$ cat src/cfir_pkg.sv
// Shared types and constants for the complex FIR filter.
// Used by the tap cells, the adder tree, the top level and the port checker.
`default_nettype none

package cfir_pkg;

    localparam int TAPS      = 8;
    localparam int NUM_COEF  = 8;
    localparam int SMP_W     = 16;
    localparam int COEF_W    = 2 * SMP_W;
    localparam int DATA_W    = 2 * SMP_W;
    localparam int CFG_IDX_W = 4;
    localparam int COEF_IDX_W = $clog2(NUM_COEF);
    // complex product term: difference or sum of two Q2.30 products
    localparam int PROD_W    = 2 * SMP_W + 1;
    localparam int LEVELS    = $clog2(TAPS);
    localparam int POW       = 1 << LEVELS;
    localparam int ACC_W     = PROD_W + LEVELS;
    // valid bits: window, multiply, combine, tree levels
    localparam int PIPE_D    = 3 + LEVELS;

    // real part in the low half, as on the stream
    typedef struct packed {
        logic signed [SMP_W-1:0] im;
        logic signed [SMP_W-1:0] re;
    } sample_t;

    // real part in the high half, as in the coefficient registers
    typedef struct packed {
        logic signed [SMP_W-1:0] re;
        logic signed [SMP_W-1:0] im;
    } coef_t;

    typedef struct packed {
        logic signed [PROD_W-1:0] re;
        logic signed [PROD_W-1:0] im;
    } prod_t;

endpackage

`default_nettype wire

$ cat src/cfir_add_tree.sv
// Registered binary adder tree over the tap products, each level registered.
// Depends on cfir_pkg.
`default_nettype none

module cfir_add_tree (
    input  logic                          aclk,
    input  logic                          en,
    input  cfir_pkg::prod_t               leaf_in [cfir_pkg::TAPS],
    output logic signed [cfir_pkg::ACC_W-1:0] sum_re,
    output logic signed [cfir_pkg::ACC_W-1:0] sum_im
);
    import cfir_pkg::*;

    // heap order: node 1 is the root, children of node i are 2i and 2i+1
    logic signed [ACC_W-1:0] leaf_re [POW];
    logic signed [ACC_W-1:0] leaf_im [POW];
    logic signed [ACC_W-1:0] node_re_reg [1:POW-1];
    logic signed [ACC_W-1:0] node_im_reg [1:POW-1];

    genvar i;
    generate
        for (i = 0; i < POW; i++) begin : g_leaf
            if (i < TAPS) begin : g_used
                assign leaf_re[i] = ACC_W'(leaf_in[i].re);
                assign leaf_im[i] = ACC_W'(leaf_in[i].im);
            end else begin : g_pad
                assign leaf_re[i] = '0;
                assign leaf_im[i] = '0;
            end
        end

        for (i = 1; i < POW; i++) begin : g_node
            if (2 * i >= POW) begin : g_bottom
                always_ff @(posedge aclk) begin
                    if (en) begin
                        node_re_reg[i] <= leaf_re[2*i-POW] + leaf_re[2*i+1-POW];
                        node_im_reg[i] <= leaf_im[2*i-POW] + leaf_im[2*i+1-POW];
                    end
                end
            end else begin : g_inner
                always_ff @(posedge aclk) begin
                    if (en) begin
                        node_re_reg[i] <= node_re_reg[2*i] + node_re_reg[2*i+1];
                        node_im_reg[i] <= node_im_reg[2*i] + node_im_reg[2*i+1];
                    end
                end
            end
        end
    endgenerate

    assign sum_re = node_re_reg[1];
    assign sum_im = node_im_reg[1];

endmodule

`default_nettype wire

$ cat config.mk
export PLATFORM = sky130hd
export DESIGN_NAME = cfir_add_tree
export DESIGN_NICKNAME = d
export VERILOG_FILES = /design/src/cfir_pkg.sv /design/src/cfir_add_tree.sv
export SDC_FILE = /design/constraint.sdc
export NUM_CORES = 1
export LEC_CHECK = 0
export BUFFER_PORTS_ARGS = -buffer_cell sky130_fd_sc_hd__buf_2
export CORE_MARGIN = 10
export CORE_UTILIZATION = 55
export CTS_BUF_LIST = sky130_fd_sc_hd__clkbuf_16
export DETAILED_ROUTE_END_ITERATION = 10
export PLACE_DENSITY = 0.78
export SLEW_MARGIN = 0
export SYNTH_ARGS = -nofsm -noshare
export SYNTH_HDL_FRONTEND = slang
export SYNTH_SLANG_ARGS = --single-unit
$ cat constraint.sdc
create_clock -name aclk -period 4.19 [get_ports aclk]
set_input_delay 0.838 -clock aclk [delete_from_list [all_inputs] [get_ports aclk]]
set_output_delay 0.838 -clock aclk [all_outputs]
set_load 0.005 [all_outputs]
==> metrics <==
status=finished clean; Post-Synthesis Cells=3759; Worst-path clk slew=70 ps; Die Span Y=283.0 um; Comb power frac=0.458; critical path arrival=4050 ps; Die Wd=283.0 um; CP Capture Type=register; I/O pin count=602; worst-margin pin slew=821.8 ps; Routed Antenna Nets=0; RD Place Congestion=0.9671; Final #Nets=5324; Layout Utilization=0.6333; Starting Density=0.5547; Clk network pwr share=0.196; hpwl dp=87.82 mm; Clock Sinks=488; Setup violations, final=0; register area share after synthesis=0.3852; Max Slew Vio Count=0; drt drc=0; Sw Pwr=0.008868 W; CTS buffer count=55; total gr overflow=0; CTS tree=yes; H-tree depth=2; initial antenna violation count=13; Post-synth EDFFs=488; # fillers=5600; setup TNS=0 ps; most common cell after layout, fill and taps aside=buf_2; fmax=0.2707 GHz; Max VDD drop=0.3655 mV; Seq. cell area=14650 um^2; Setup Buffers After CTS=0; syn nets=4773; Starting DRT DRC Count=2174; Post-Place Setup Slack=169.8 ps; P_leak=19.42 nW; total chip power=0.02360 W; share of synthesized flip-flops with an asynchronous set or reset=0; switch share=0.3757; WL/cell=20.10 um; most frequent cells in the layout=600 x buf_2, 488 x edfxtp_1, 470 x ha_1; Rel. slew slack=0.4474; vias in the first global route=31150; clock latency on the worst-skew pair=610 ps; share of the synthesized area in the top cell type=0.3852; Worst Setup Slack, final=496.0 ps; Max Cap Viol=0; post-DR vias/cell=5.883; post-synth top area cell=edfxtp_1; Synthesis Warnings=0; drt total wl=106.3 mm; critical path class=reg -> reg; syn_area_per_cell=10.12 um^2; area grow syn2layout=14.17%; DIE AREA=80090 um^2; # hold bufs at CTS=0; Top FF cell, synth=edfxtp_1; part of the power in registers=0.346; largest net degree at the start of global routing=88; TritonRoute pass-1 iters=6; Final Critical Period=3694 ps; post_cts resized=0; Rows=96; ratio of cells with drive above 1 in the final layout=0.1770; mapped cell area=38050 um^2; final hold vios=0; area of the multi-input gates=22090 um^2; clk buf depth=3; path category of the worst min-delay check=in -> reg; Startpoint Class=register; unrepaired setup endpoints after global routing=false; Max Fanout on Critical Path=4; main area contributors after synthesis=edfxtp_1 39%, ha_1 15%, xnor2_1 6.2%, a21oi_1 5.4%, a21o_1 5.2%; Setup Skew=25.04 ps; CTS Root Cell=clkbuf_16; pwr dens=543.4 nW/um^2; Required @ worst endpoint=4550 ps; synthesized flop and latch total=488; internal cell power=0.01473 W; total number of vias=31110; Synth cell types=82; count of input and output buffers=601; Period Utilization, post-route=0.8816; CORE AREA=68590 um^2; GRT Util Overall=0.2534; wire length of the first global-routing pass=165.0 mm
==> path summary, 6_finish.rpt <==
kind	startpoint	endpoint	slack (ps)	depth (start not counted)
setup / recovery	node_im_reg[0][108]	node_im_reg[0][66]	500	12
hold / removal	leaf_in[495]	node_re_reg[1][0]	540	2
setup reg to reg	node_im_reg[0][108]	node_im_reg[0][66]	500	12
hold reg to reg	node_im_reg[1][36]	node_im_reg[0][72]	540	1
==> area by class of cell <==
type                            count  share of cell area
Sequential cell                   488              0.3374
Clock inverter                     42            0.007288
Timing Repair Buffer              633             0.07616
Antenna cell                        8           0.0004609
Multi-Input combinational cell   2996              0.5085
Inverter                          136             0.01175
Clock buffer                       55             0.03168
Tap cell                          931             0.02682
==> cell usage after synthesis (15+ instances only) <==
library cell  count
nand4_1          53
o21a_1           48
o21ai_0         184
a211oi_1         30
a21oi_1         409
nand3_1          86
o21bai_1         74
inv_1           136
nor2b_1          60
and2_1           15
xor2_1          154
and3_1           37
ha_1            470
nor2_1          195
nand2_1         222
a21o_1          266
a31oi_1          53
xnor2_1         269
a31o_2           17
o31ai_1          24
edfxtp_1        488
nor3_1           40
buf_4            72
clkbuf_1         66
nand2b_1         55
o211ai_1         25
==> metal layers <==
metal	routed length (um)	GRT usage
met3	7441	0.04835
met1	41840	0.2956
met5	41	0
met2	53710	0.4629
met4	3296	0.07648
==> power by group through the flow <==
stage	clock (W)	sequential (W)	combinational, W
final	0.00462	0.00817	0.0108
after global routing	0.00488	0.00826	0.0120
after CTS	0.00468	0.00817	0.0108
after detailed placement	0	0.00825	0.0107
after global placement	0	0.00822	0.0105
after floorplan	0	0.00783	0.00824
==> kinds of logic after synthesis <==
logic type,count (synthesis),synth area share
adders and majority gates,484,0.1619
DFF,488,0.3852
xor gates and xnor gates,423,0.09738
buffers and inverters,275,0.03427
muxes,2,0.0005262
and+or+nand+nor,818,0.1043
AOI/OAI and AO/OA,1269,0.2165
==> critical path: stages (launching register included) <==
cell      delay, ps
edfxtp_1        530
ha_1            280
fa_1            400
a21o_1          200
a221oi_2        400
o211ai_1        170
nand2_1         140
o31ai_1         130
a221oi_2        330
o21ai_1         160
a311o_1         380
a21oi_1         220
xnor2_1         100
==> stage by stage <==
step	hold slack [ps]	cell area, um^2	std cells
3_5_place_dp	532.3	41730	5184
5_1_grt	511.6	43430	5285
3_3_place_gp	519.1	41730	5184
2_1_floorplan	512.8	38050	3759
6_report	536.2	43440	5289
4_1_cts	510.6	43420	5281
Note: power is estimated with default switching activity, not from simulation.
