[src/cfir_pkg.sv]
// Shared types and constants for the complex FIR filter.
// Used by the tap cells, the adder tree, the top level and the port checker.
`default_nettype none

package cfir_pkg;

    localparam int TAPS      = 8;
    localparam int NUM_COEF  = 8;
    localparam int SMP_W     = 16;
    localparam int COEF_W    = 2 * SMP_W;
    localparam int DATA_W    = 2 * SMP_W;
    localparam int CFG_IDX_W = 4;
    localparam int COEF_IDX_W = $clog2(NUM_COEF);
    // complex product term: difference or sum of two Q2.30 products
    localparam int PROD_W    = 2 * SMP_W + 1;
    localparam int LEVELS    = $clog2(TAPS);
    localparam int POW       = 1 << LEVELS;
    localparam int ACC_W     = PROD_W + LEVELS;
    // valid bits: window, multiply, combine, tree levels
    localparam int PIPE_D    = 3 + LEVELS;

    // real part in the low half, as on the stream
    typedef struct packed {
        logic signed [SMP_W-1:0] im;
        logic signed [SMP_W-1:0] re;
    } sample_t;

    // real part in the high half, as in the coefficient registers
    typedef struct packed {
        logic signed [SMP_W-1:0] re;
        logic signed [SMP_W-1:0] im;
    } coef_t;

    typedef struct packed {
        logic signed [PROD_W-1:0] re;
        logic signed [PROD_W-1:0] im;
    } prod_t;

endpackage

`default_nettype wire

[src/cfir_tap_cell.sv]
// One tap of the filter: holds one sample of the delay line, passes it on
// to the next tap on each input transfer, and forms the complex product.
// Depends on cfir_pkg.
`default_nettype none

module cfir_tap_cell (
    input  logic             aclk,
    input  logic             aresetn,
    input  logic             en,
    input  logic             load,
    input  cfir_pkg::sample_t smp_in,
    input  cfir_pkg::coef_t  coef,
    output cfir_pkg::sample_t smp_out,
    output cfir_pkg::prod_t  prod
);
    import cfir_pkg::*;

    sample_t                  smp_reg;
    logic signed [2*SMP_W-1:0] rr_reg;
    logic signed [2*SMP_W-1:0] ii_reg;
    logic signed [2*SMP_W-1:0] ri_reg;
    logic signed [2*SMP_W-1:0] ir_reg;
    prod_t                    prod_reg;

    always_ff @(posedge aclk) begin
        if (!aresetn) begin
            smp_reg <= '0;
        end else if (load) begin
            smp_reg <= smp_in;
        end
    end

    always_ff @(posedge aclk) begin
        if (en) begin
            rr_reg      <= smp_reg.re * coef.re;
            ii_reg      <= smp_reg.im * coef.im;
            ri_reg      <= smp_reg.re * coef.im;
            ir_reg      <= smp_reg.im * coef.re;
            prod_reg.re <= PROD_W'(rr_reg) - PROD_W'(ii_reg);
            prod_reg.im <= PROD_W'(ri_reg) + PROD_W'(ir_reg);
        end
    end

    assign smp_out = smp_reg;
    assign prod    = prod_reg;

endmodule

`default_nettype wire

[config.mk]
export PLATFORM = sky130hd
export DESIGN_NAME = cfir_tap_cell
export DESIGN_NICKNAME = d
export VERILOG_FILES = /design/src/cfir_pkg.sv /design/src/cfir_tap_cell.sv
export SDC_FILE = /design/constraint.sdc
export NUM_CORES = 2
export LEC_CHECK = 0
export BUFFER_PORTS_ARGS = -buffer_cell sky130_fd_sc_hd__buf_4
export CAP_MARGIN = 20
export CORE_ASPECT_RATIO = 1.1
export CORE_MARGIN = 3
export CORE_UTILIZATION = 33
export CTS_CLUSTER_SIZE = 10
export DETAILED_ROUTE_END_ITERATION = 10
export PLACE_DENSITY = 0.49
export SLEW_MARGIN = 20
export SYNTH_ARGS = -nofsm -noshare
export SYNTH_HDL_FRONTEND = slang
export SYNTH_SLANG_ARGS = --single-unit
[constraint.sdc]
create_clock -name aclk -period 13.7 [get_ports aclk]
set_input_delay 1.37 -clock aclk [delete_from_list [all_inputs] [get_ports aclk]]
set_output_delay 1.37 -clock aclk [all_outputs]
set_load 0.05 [all_outputs]
==> summary.md <==
| Metric | Value |
|---|---|
| CP Launch Point | coef[17] |
| Mux share of post-synthesis cell area | 0.649% |
| Sequential share of the synthesized area | 13.1% |
| # fillers | 15164 |
| Drt drc | 0 |
| Worst path max stage delay | 0.89 ns |
| DR iter-0 viols | 1732 |
| FP Rows | 148 |
| Syn Inst Count | 5099 |
| Initial core utilization | 33.3% |
| Maximum resistive drop on vdd | 0.192 mV |
| WP data required | 14.01 ns |
| Static Leak | 26.7 nW |
| CTS tree | yes |
| Largest family of logic cells by synthesized area | adder cells |
| Clk Latency, worst-skew pair | 0.58 ns |
| Outcome | completed |
| PwrDens | 200 nW/µm² |
| Synth Area in Simple Gates | 13.8% |
| Number of global-route vias before repair | 37204 |
| Synth Register Bits | 226 |
| Vias | 34059 |
| Post-CTS Setup Bufs | 0 |
| Total GRT Usage | 18.0% |
| Dpl ws | 5.67 ns |
| Slew HR | 21.8% |
| Worst Hold Class | flop to flop |
| CORE AREA | 148000 µm² |
| Syn. warnings | 0 |
| Remaining Overflow, GRT | 0 |
| Syn nets | 6609 |
| Pwr Total | 10.8 mW |
| Worst Tran Pin Value | 1.17 ns |
| Sink Count | 226 |
| RD Place Congestion | 0.830 |
| Cts hold-fix bufs | 0 |
| RSZ-0062 raised after global routing | no |
| I/O Buffers | 165 |
| Worst Slack Setup Final | 6.25 ns |
| Setup_tns | 0 ns |
| Total CTS buffers | 35 |
| H-tree depth | 2 |
| Post-synth top area cell | fa_1 |
| Post-cts gate resize count | 0 |
| Number of vias per cell | 4.78 |
| Synth area leaders | fa_1, edfxtp_1, ha_1 |
| Final Max Tran Viols | 0 |
| Final WL | 134000 µm |
| Fraction of registers with async set or reset after synthesis | 0% |
| Fin crit share | 54.4% |
| Fmax achieved | 134 MHz |
| Synth Area in XOR/XNOR | 3.35% |
| Post-synth top area share | 42.6% |
| Reg2reg start | smp_out[9]$_SDFFE_PN0P_ |
| Setup Viol. Count Final | 0 |
| Critical Path Source Type | input port |
| CTS Buffer Depth | 3 |
| Initial antenna violation count | 13 |
| Most frequent cell after synthesis | inv_1 |
| Worst EP arrival | 7.76 ns |
| Adder-cell share of the synthesized area | 52.5% |
| Hpwl dp | 107000 µm |
| Largest net degree at the start of global routing | 75 |
| Distinct cell type count of the synthesized netlist | 76 |
| NumNets Final | 6651 |
| Num ports | 166 |
| Number of max-cap violations | 0 |
| Commonest cells in the netlist | inv_1, fa_1, nand2_1, and2_1, ha_1 |
| CP max FO | 32 |
| Drt wl/cell | 18.9 µm |
| Die ar. | 154000 µm² |
| Number of flops mapped to enable cells by yosys | 194 |
| Die height | 412 µm |
| Most frequent CP cell | fa_1 |
| Synthesized area | 49400 µm² |
| CP cell instances | buf_4 > nand2_1 > inv_1 > fa_1 > fa_1 > fa_1 > fa_1 > fa_1 > inv_1 > fa_1 > inv_1 > ha_1 > a21o_1 > a21o_1 > a21oi_1 > or4b_1 > a311o_1 > nor4_1 > nor3_1 |
| Top FF cell, synth | edfxtp_1 |
| Hold Crit Start | smp_out[31]$_SDFFE_PN0P_ |
| Synth Area in Compound Gates | 5.92% |
| ANT nets after route | 0 |
| Share of cells above drive strength 1 | 5.61% |
| Root buf cell | clkbuf_16 |
| CTS clk-pin slew, worst paths | 0.06 ns |
| Die X-Extent | 375 µm |
| First-pass GRT wire length | 214000 µm |
| DR pass1 iterations | 5 |
| Layout area overhead | 8.91% |
| Worst Setup End Kind | flop |
| Critical path's slowest cell | fa_1 |
| Final Hold Vio Count | 0 |
| WS Path Type | input port to flop |
| Max reg flops | 66 |
| Syn Area/Cell | 9.69 µm² |
| Tmin final | 7.45 ns |
| Final core utilization | 36.3% |
| Setup Skew | 0.0300 ns |
## report_power, final
group	internal [mW]	switching, mW	leakage [nW]
Clock	0.549	0.380	0.576
Combinational	3.21	5.08	24.0
Sequential	1.41	0.150	2.18
## per-layer routing
metal	global-route usage [%]	share of wire, %	vias to the layer above
met4	4.58	2.5	10
li1	-	-	15423
met3	3.09	5.3	134
met5	0	0.051	-
met1	23.6	43	17818
met2	30.9	49	674
## cell families after synthesis
kind of cell | count (synthesis)
flops | 226
buf+inv | 1409
simple gates | 1362
xor+xnor | 189
mux | 32
compound gates | 439
fa+ha+maj | 1442
## critical path: cells and delay by family
family                   cells  cell delay [ns]
AO/OA/AOI/OAI                4             1.06
adder cells (fa/ha/maj)      7             3.77
buffers and inverters        4             0.59
AND/OR/NAND/NOR              4             0.96
## per-stage QoR
stage	cells	hold slack, ns	instance area, µm²
after floorplan	5099	0.513	49400
after global placement	7054	0.528	52600
after detailed placement	7054	0.534	52600
after CTS	7118	0.550	53800
after global routing	7118	0.575	53800
final	7123	0.549	53800
## final cells by class
| class | count | area (µm²) | share of cell area, % |
|---|---|---|---|
| Multi-Input combinational cell | 3464 | 37600 | 70.0 |
| Sequential cell | 226 | 6470 | 12.0 |
| Inverter | 1209 | 4540 | 8.44 |
| Tap cell | 1950 | 2440 | 4.54 |
| Timing Repair Buffer | 205 | 1550 | 2.87 |
| Clock buffer | 45 | 986 | 1.83 |
| Clock inverter | 19 | 169 | 0.314 |
| Antenna cell | 5 | 12.5 | 0.0233 |
## cells in the final DEF, fill, tap and decap left out, drive strengths merged, types with 8 or more instances in the layout
cell type  count
a21o          57
o21a          25
clkinv        14
clkbuf        46
o21bai        16
a31oi         13
nor2         142
ha           392
nand2        530
mux2i         32
a211oi        26
o31ai         11
nand2b        29
edfxtp       194
xnor2        137
or3            9
buf          204
o21ai         83
inv         1212
nor3          23
o211ai         8
nor2b         51
and3          11
dfxtp         32
and2         509
fa          1050
nand4         10
xor2          52
a21oi        134
nand3         25
## path summary, 6_finish.rpt
kind | endpoint | slack (ns) | cells past startpoint
worst min-delay path | smp_out[31]$_SDFFE_PN0P_ | 0.55 | 2
worst max register to register | ri_reg[31]$_DFFE_PP_ | 6.29 | 21
worst max-delay path | rr_reg[31]$_DFFE_PP_ | 6.25 | 19
worst min register to register | smp_out[31]$_SDFFE_PN0P_ | 0.55 | 2
Power figures use the tool's default switching activity.
